**config.mk**
```make
export PLATFORM = sky130hd
export DESIGN_NAME = fpfl_ctrl
export DESIGN_NICKNAME = d
export VERILOG_FILES = /design/src/rtl/fpfl_pkg.sv /design/src/rtl/fpfl_ctrl.sv
export SDC_FILE = /design/constraint.sdc
export NUM_CORES = 1
export LEC_CHECK = 0
export BUFFER_PORTS_ARGS = -buffer_cell sky130_fd_sc_hd__buf_2
export CAP_MARGIN = 20
export CORE_AREA = 2 2 39 41
export DETAILED_ROUTE_END_ITERATION = 7
export DIE_AREA = 0 0 41 43
export MAX_ROUTING_LAYER = met4
export PLACE_DENSITY = 0.46
export SYNTH_ARGS = -nofsm -noshare
export SYNTH_HDL_FRONTEND = slang
export SYNTH_SLANG_ARGS = --single-unit
```
**constraint.sdc**
```tcl
create_clock -name clk -period 1.43 [get_ports clk]
set_clock_uncertainty 0.2 [all_clocks]
set_input_delay 0.2145 -clock clk [delete_from_list [all_inputs] [get_ports clk]]
set_output_delay 0.2145 -clock clk [all_outputs]
set_load 0.01 [all_outputs]
```
**src/rtl/fpfl_pkg.sv**
```systemverilog
package fpfl_pkg;

  localparam int INDEX_W   = 12;
  localparam int ADDR_W    = 32;
  localparam int COUNT_W   = 13;
  localparam int OP_W      = 2;
  localparam int CFG_IDX_W = 2;

  localparam logic [OP_W-1:0] OP_INIT  = 2'd0;
  localparam logic [OP_W-1:0] OP_ALLOC = 2'd1;
  localparam logic [OP_W-1:0] OP_FREE  = 2'd2;

  localparam logic [CFG_IDX_W-1:0] CFG_POOL_BASE   = 2'd0;
  localparam logic [CFG_IDX_W-1:0] CFG_FRAMES_USED = 2'd1;

  localparam logic [ADDR_W-1:0]  FRAME_BYTES   = 32'h0000_0680;
  localparam logic [ADDR_W-1:0]  ADDR_LIMIT    = 32'h8000_0000;
  localparam logic [COUNT_W-1:0] FRAMES_RESET  = 13'd4096;

  typedef enum logic [1:0] {
    RES_PLAIN,
    RES_ALLOC,
    RES_FREE
  } res_kind_t;

  typedef struct packed {
    logic      capture;
    logic      init_start;
    logic      init_step;
    logic      alloc_read;
    logic      out_load;
    res_kind_t kind;
  } fpfl_cmd_t;

  typedef struct packed {
    logic init_done;
    logic out_free;
  } fpfl_status_t;

endpackage

```
**src/rtl/fpfl_ctrl.sv**
```systemverilog
module fpfl_ctrl (
  input  logic                        clk,
  input  logic                        rst,
  input  logic                        in_valid,
  output logic                        in_ready,
  input  logic [fpfl_pkg::OP_W-1:0]   op,
  input  fpfl_pkg::fpfl_status_t      status,
  output fpfl_pkg::fpfl_cmd_t         cmd
);
  import fpfl_pkg::*;

  typedef enum logic [2:0] {
    S_IDLE,
    S_INIT_START,
    S_INIT_RUN,
    S_ALLOC_READ,
    S_ALLOC_DONE,
    S_FREE_DONE,
    S_PLAIN_DONE
  } state_t;

  state_t state, state_next;

  always_ff @(posedge clk) begin
    if (rst) begin
      state <= S_IDLE;
    end else begin
      state <= state_next;
    end
  end

  assign in_ready = (state == S_IDLE);

  always_comb begin
    state_next     = state;
    cmd            = '0;
    cmd.kind       = RES_PLAIN;
    cmd.capture    = in_valid && in_ready;
    case (state)
      S_IDLE: begin
        if (in_valid) begin
          case (op)
            OP_INIT:  state_next = S_INIT_START;
            OP_ALLOC: state_next = S_ALLOC_READ;
            OP_FREE:  state_next = S_FREE_DONE;
            default:  state_next = S_PLAIN_DONE;
          endcase
        end
      end
      S_INIT_START: begin
        cmd.init_start = 1'b1;
        state_next     = S_INIT_RUN;
      end
      S_INIT_RUN: begin
        if (status.init_done) begin
          state_next = S_PLAIN_DONE;
        end else begin
          cmd.init_step = 1'b1;
        end
      end
      S_ALLOC_READ: begin
        cmd.alloc_read = 1'b1;
        state_next     = S_ALLOC_DONE;
      end
      S_ALLOC_DONE: begin
        cmd.kind = RES_ALLOC;
        if (status.out_free) begin
          cmd.out_load = 1'b1;
          state_next   = S_IDLE;
        end
      end
      S_FREE_DONE: begin
        cmd.kind = RES_FREE;
        if (status.out_free) begin
          cmd.out_load = 1'b1;
          state_next   = S_IDLE;
        end
      end
      S_PLAIN_DONE: begin
        if (status.out_free) begin
          cmd.out_load = 1'b1;
          state_next   = S_IDLE;
        end
      end
      default: state_next = S_IDLE;
    endcase
  end

endmodule

```
Word-level counts from Yosys, hierarchy flattened. Cells that the tools add are included.

Flip-flop bits (word level): 3. Latch bits: 0. Bits in writable memories: 0. ROM bits: 0. Output and inout port bits: 8. Memories: 0.

Add/subtract/negate cells: 0. Multipliers: 0. Divide/modulo/power cells: 0. Order comparisons: 0. Eq/ne operators: 11. Shift-type cells: 0. Muxes and demuxes: 12. Bitwise gates (word level): 0. Reductions and logical operators: 5.

Operators with widths (number): $pmux 3 s5 (1); $eq 3x3->1 const B (3); $mux 3 (3); $pmux 3 s3 (1); $eq 3x2->1 const B (2); $mux 1 (6); $ne 2x2->1 const B (2); $pmux 2 s2 (1); $eq 3x1->1 const B (1); $logic_not 3->1 (1); $reduce_and 3->1 (1); $reduce_or 3->1 (1); $eq 2x1->1 const B (1); $eq 2x2->1 const B (1); $logic_not 2->1 (1); $ne 2x1->1 const B (1); $logic_and 1x1->1 (1).

Logic depth before layout (Yosys ltp). Gate-level depths: netlist (run 1).

Depth in word-level cells: 4. Depth in mapped cells: 4.

Worst setup path after synthesis (run 1). Ideal clock, no wire load.

Path kind: flip-flop to output port. From: register state[1]. To: output port cmd[4] in the netlist's numbering. Data arrival time: 947 ps. Setup slack: 68 ps. Stages on the path, launching flop included: 3. Buffers on the path: 1. Cells stage by stage: dfxtp_1 > buf_4 > nor4b_1.

RTL lines: start, declared (line fpfl_ctrl.sv:22) `state_t state, state_next;`; start signal, assigned (line fpfl_ctrl.sv:28) `state <= state_next;`; end, declared (line fpfl_ctrl.sv:8) `output fpfl_pkg::fpfl_cmd_t cmd`.

==> results.py, run 1 <==
metrics = {
    "global_route": {
        "grt_overflow": 0,
        "grt_start_max_net_pins": 13,
        "grt_first_pass_wirelength_um": 966,
        "track_usage": 0.0874,
        "antenna_found_initial": 0,
        "grt_pass1_vias": 238,
    },
    "floorplan": {
        "row_count": 14,
        "die_h_um": 43,
        "start_util": 0.175,
        "core_um2": 1380,
        "ios": 15,
        "die_area_um2": 1760,
        "die_w_um": 41,
    },
    "critical_path": {
        "critPathArrivalTime_ns": 1.06,
        "critical_path.top_delay_family": "flip-flops",
        "reg2reg_depth": 5,
        "crit_path_top_delay_cell": "dfxtp_4",
        "slowest_delay_ns": 0.37,
        "cp_num_cells": 2,
        "path_cells": "nor4b_4, buf_2",
        "critPathMaxFanout": 8,
        "crit_type": "reg2out",
        "cp.required_ns": 1.02,
        "critPathLaunchType": "flop",
        "path_buf_inv": 1,
        "crit_path_end_kind": "output port",
    },
    "drt": {
        "vias": 280,
        "drtAntennaViolNets": 0,
        "routedWlPerCell_um": 10.5,
        "avgViaCountPerCell": 4.38,
        "drt-total-wl_um": 675,
        "drc": 0,
        "drtIter0Drc": 0,
        "first_pass_iters": 1,
    },
    "yosys": {
        "yosysWarnings": 0,
        "synth-async-reset-ratio": 0,
        "ys_seq_area_frac": 0.247,
        "syn_area_um2": 243,
        "synth.avg_cell_area_um2": 8.99,
        "synthCells": 27,
        "synth-seq-cells": 3,
        "synth_edf_count": 0,
        "synth_cell_type_count": 20,
        "syn-num-nets": 34,
        "synth-main-ff-cell": "dfxtp_1",
    },
    "layout": {
        "top_regs": "state x3",
        "antenna_cells": 0,
        "drive_above_1_share": 0.708,
        "largest_reg_flops": 3,
        "utilization": 0.317,
        "finalNetCount": 56,
        "area_delta_synth_final_pct": 80.9,
        "layout_commonest_cell": "buf_2",
        "stdcell_count": 64,
        "registers.top_by_ff_count": "state",
    },
    "sta": {
        "fin_crit_sh": 1.03,
        "maxSlewViolCount": 0,
        "setup_violations": 5,
        "rsz0062_at_grt": "yes",
        "post-route-min-period_ns": 1.48,
        "slew_headroom": 0.818,
        "layout_setup_ws_ns": -0.0483,
        "hold_viol": 0,
        "worst_slew_pin_slew_ns": 0.271,
        "clock.fmax_mhz": 676,
    },
    "clock_tree": {
        "clockBufferDepth": 2,
        "htreeDepth": 1,
        "cts_buffers": 3,
        "cts_tree": "done",
        "clock_sinks": 3,
        "cts_root_buffer": "clkbuf_4",
        "clk_pin_slew_ns": 0.04,
        "clock_latency_ns": 0.24,
    },
    "pwr": {
        "power_density_nw_per_um2": 977,
        "p_leak_nw": 0.208,
        "peakVddDrop_uv": 237,
    },
    "placement": {
        "port_buffers": 14,
        "place_inst": 56,
        "hpwl_um": 449,
        "routabilityCongestion": 0.772,
        "place_ws_ns": 0.0374,
    },
    "status": {
        "status": "finished with violations",
        "violations": "setup timing",
    },
    "hold_path": {
        "hold_path_class": "in2reg",
        "min_path_cells": 4,
    },
    "job": {
        "drv_cap": 0,
    },
}
path summary, 6_finish.rpt:
check	slack (ns)	to	startpoint
worst min-delay path	0.1	state[2]	status[0]
worst max register to register	0.13	state[0]	state[1]
worst min register to register	0.35	state[2]	state[2]
worst max-delay path	-0.05	cmd[6]	state[1]
stage by stage:
step                      TNS [ns]  power, mW  instance area (um^2)  hold slack [ns]
final                       -0.118      0.429                   439           0.0988
after global routing        -0.446      0.454                   439            0.107
after CTS                   -0.155      0.427                   423           0.0904
after detailed placement         0      0.228                   324            0.229
after global placement           0      0.231                   324            0.226
after floorplan                  0      0.189                   243           0.0814
layout make-up:
type / instances / area, um^2
fillers: 142 / 945
multi-input cells: 20 / 186
inverters: 1 / 3.75
repair buffers: 20 / 131
well taps: 16 / 20.0
clock buffers: 4 / 26.3
flip-flops and latches: 3 / 71.3
synthesized netlist by cell type, types with 2 or more instances:
| cell type | instances | area [um^2] |
|---|---|---|
| and3b_1 | 2 | 17.5 |
| nand2_1 | 3 | 11.3 |
| nor3b_1 | 2 | 15.0 |
| a211oi_1 | 2 | 15.0 |
| dfxtp_1 | 3 | 60.1 |
worst reg2reg max path, stage by stage, from the launching register on:
cell and delay [ns]:
dfxtp_4 0.37, nor4b_4 0.29, buf_4 0.15, buf_4 0.10
a22oi_2 0.05, nor2_2 0.09
repair_timing:
item	in CTS	in global routing
setup endpoints to repair	8	9
resized for setup	11	4
pin swaps	2	3
setup buffers	3	1
hold buffers	1	0
endpoints found under the hold margin	3	0
cells by family after synthesis:
logic type	Yosys count	synth area share
AOI/OAI and AO/OA	7	0.273
buffers and inverters	4	0.113
DFF	3	0.247
and+or+nand+nor	13	0.366
metal layers:
layer,routed length [um],global-route usage,vias to the layer above,share of wire
met5,0,-,-,0
met4,22,0.100,0,0.033
met3,35,0,2,0.052
met2,319,0.125,10,0.47
met1,297,0.0962,121,0.44
li1,-,-,147,-
where the power goes:
| group | switching [mW] | internal (mW) | total, mW |
|---|---|---|---|
| Clock | 0.0515 | 0.105 | 0.156 |
| Sequential | 0.0297 | 0.0958 | 0.125 |
| Combinational | 0.0585 | 0.0884 | 0.147 |
Note: power is estimated with default switching activity, not from simulation.
==> run 2, diff against run 1 <==
Clock period 1.43 ns to 1.6 ns, I/O delays scaled along.
==> results.py, run 2 (same netlist as run 1, synthesis figures left out) <==
metrics = {
    "critical_path": {
        "worst_r2r_endpoint": "state[2]",
        "crit_type": "reg2out",
        "crit_path_end_kind": "output port",
        "slowest_delay_ns": 0.38,
        "critPathMaxFanout": 12,
        "critPathLaunchType": "flop",
        "critPathArrivalTime_ns": 1.12,
        "reg2reg_from": "state[0]",
        "path_cells": "nor4b_4, buf_2",
        "crit_path_top_delay_cell": "dfxtp_4",
        "reg2reg_slack_ns": 0.35,
        "endpoint": "cmd[6]",
        "reg2reg_depth": 3,
        "cp-startpoint": "state[0]",
        "cp.required_ns": 1.16,
    },
    "drt": {
        "routedWlPerCell_um": 10.8,
        "first_pass_iters": 2,
        "drtAntennaViolNets": 0,
        "vias": 267,
        "drt-total-wl_um": 638,
        "drc": 0,
        "drtIter0Drc": 1,
        "avgViaCountPerCell": 4.53,
    },
    "layout": {
        "utilization": 0.266,
        "antenna_cells": 0,
        "layout_commonest_cell": "buf_2",
        "registers.top_by_ff_count": "state",
        "area_delta_synth_final_pct": 51.5,
        "drive_above_1_share": 0.581,
        "final_area_um2": 368,
        "top_regs": "state x3",
        "n_fill_cell": 159,
        "finalNetCount": 51,
        "layout_common_cells": "14 x buf_2, 3 x nand2_1, 3 x clkbuf_4",
        "largest_reg_flops": 3,
    },
    "clock_tree": {
        "clock_latency_ns": 0.23,
        "cts_tree": "done",
        "cts_root_buffer": "clkbuf_4",
        "post-cts-setup-buffer-count": 0,
        "clockBufferDepth": 2,
        "clk_pin_slew_ns": 0.04,
        "clock_sinks": 3,
        "cts_buffers": 3,
        "htreeDepth": 1,
    },
    "sta": {
        "rsz0062_at_grt": "yes",
        "maxSlewViolCount": 0,
        "setup_violations": 0,
        "slew_headroom": 0.829,
        "clock.fmax_mhz": 642,
        "fin_tns_setup_ns": 0,
        "worst_slew_pin_slew_ns": 0.255,
        "fin_crit_sh": 0.974,
        "worst_hold_slack_ns": 0.131,
        "post-route-min-period_ns": 1.56,
        "hold_viol": 0,
    },
    "job": {
        "drv_cap": 0,
    },
    "placement": {
        "hpwl_um": 450,
        "port_buffers": 14,
        "place_area_um2": 309,
        "routabilityCongestion": 0.817,
    },
    "floorplan": {
        "die_w_um": 41,
        "die_area_um2": 1760,
        "core_um2": 1380,
        "row_count": 14,
        "ios": 15,
        "die_h_um": 43,
        "start_util": 0.175,
    },
    "global_route": {
        "gr-usage-met2": 0.106,
        "track_usage": 0.0882,
        "grt_overflow": 0,
        "grt-busiest-layer": "met2",
        "grt_start_max_net_pins": 14,
        "grt_pass1_vias": 235,
        "use_met3": 0.0314,
        "grt_first_pass_wirelength_um": 945,
        "met1_usage": 0.0987,
        "antenna_found_initial": 0,
    },
    "pwr": {
        "peakVddDrop_uv": 199,
        "power_density_nw_per_um2": 921,
        "p_leak_nw": 0.175,
        "power_mw": 0.339,
    },
    "status": {
        "status": "finished, final reports clean",
    },
    "hold_path": {
        "hold_path_class": "in2reg",
    },
}
## run 2: area by class of cell
cell class | count | area [um^2] | share of cell area
clock buffers | 4 | 26.3 | 0.0714
repair buffers | 15 | 80.1 | 0.218
multi-input cells | 20 | 169 | 0.459
well taps | 16 | 20.0 | 0.0544
flip-flops and latches | 3 | 68.8 | 0.187
inverters | 1 | 3.75 | 0.0102
## run 2: stage by stage
step	worst slack, ns	std cells
after CTS	-0.00715	59
after global placement	0.159	54
final	0.0412	59
after detailed placement	0.169	54
after floorplan	0.213	27
after global routing	-0.0256	59
## run 2: report_power, final
part | total [mW] | leakage (nW) | switching, mW | internal (mW)
Combinational | 0.0908 | 0.134 | 0.0399 | 0.0510
Sequential | 0.116 | 0.0264 | 0.0304 | 0.0856
Clock | 0.132 | 0.0150 | 0.0386 | 0.0934
Total | 0.339 | 0.175 | 0.109 | 0.230
## run 2: how the worst min path moves through the flow
stage                     startpoint       end  slack [ns]  depth (start not counted)
after floorplan                  rst  state[0]        0.11                          1
after global placement           rst  state[0]        0.26                          2
after detailed placement         rst  state[0]        0.25                          2
after CTS                      op[1]  state[0]        0.14                          4
after global routing           op[1]  state[0]        0.16                          4
final                      status[0]  state[2]        0.13                          4
## run 2: routing by layer
metal,vias to the layer above,wire (um)
met5,-,0
met4,0,0
met3,0,42
met2,8,294
met1,125,302
li1,134,-
## run 2: critical path: cells and delay by family (launching register included)
kind          cells  cell delay [ns]
flops             1             0.38
buf+inv           1             0.18
simple gates      1             0.32
## run 2: what timing repair did
action / CTS / global route
hold buffers: 1 / 0
endpoints found under the hold margin: 1 / 0
resized for setup: 2 / 5
pin swaps: 1 / 0
endpoints found under the setup margin: 5 / 6
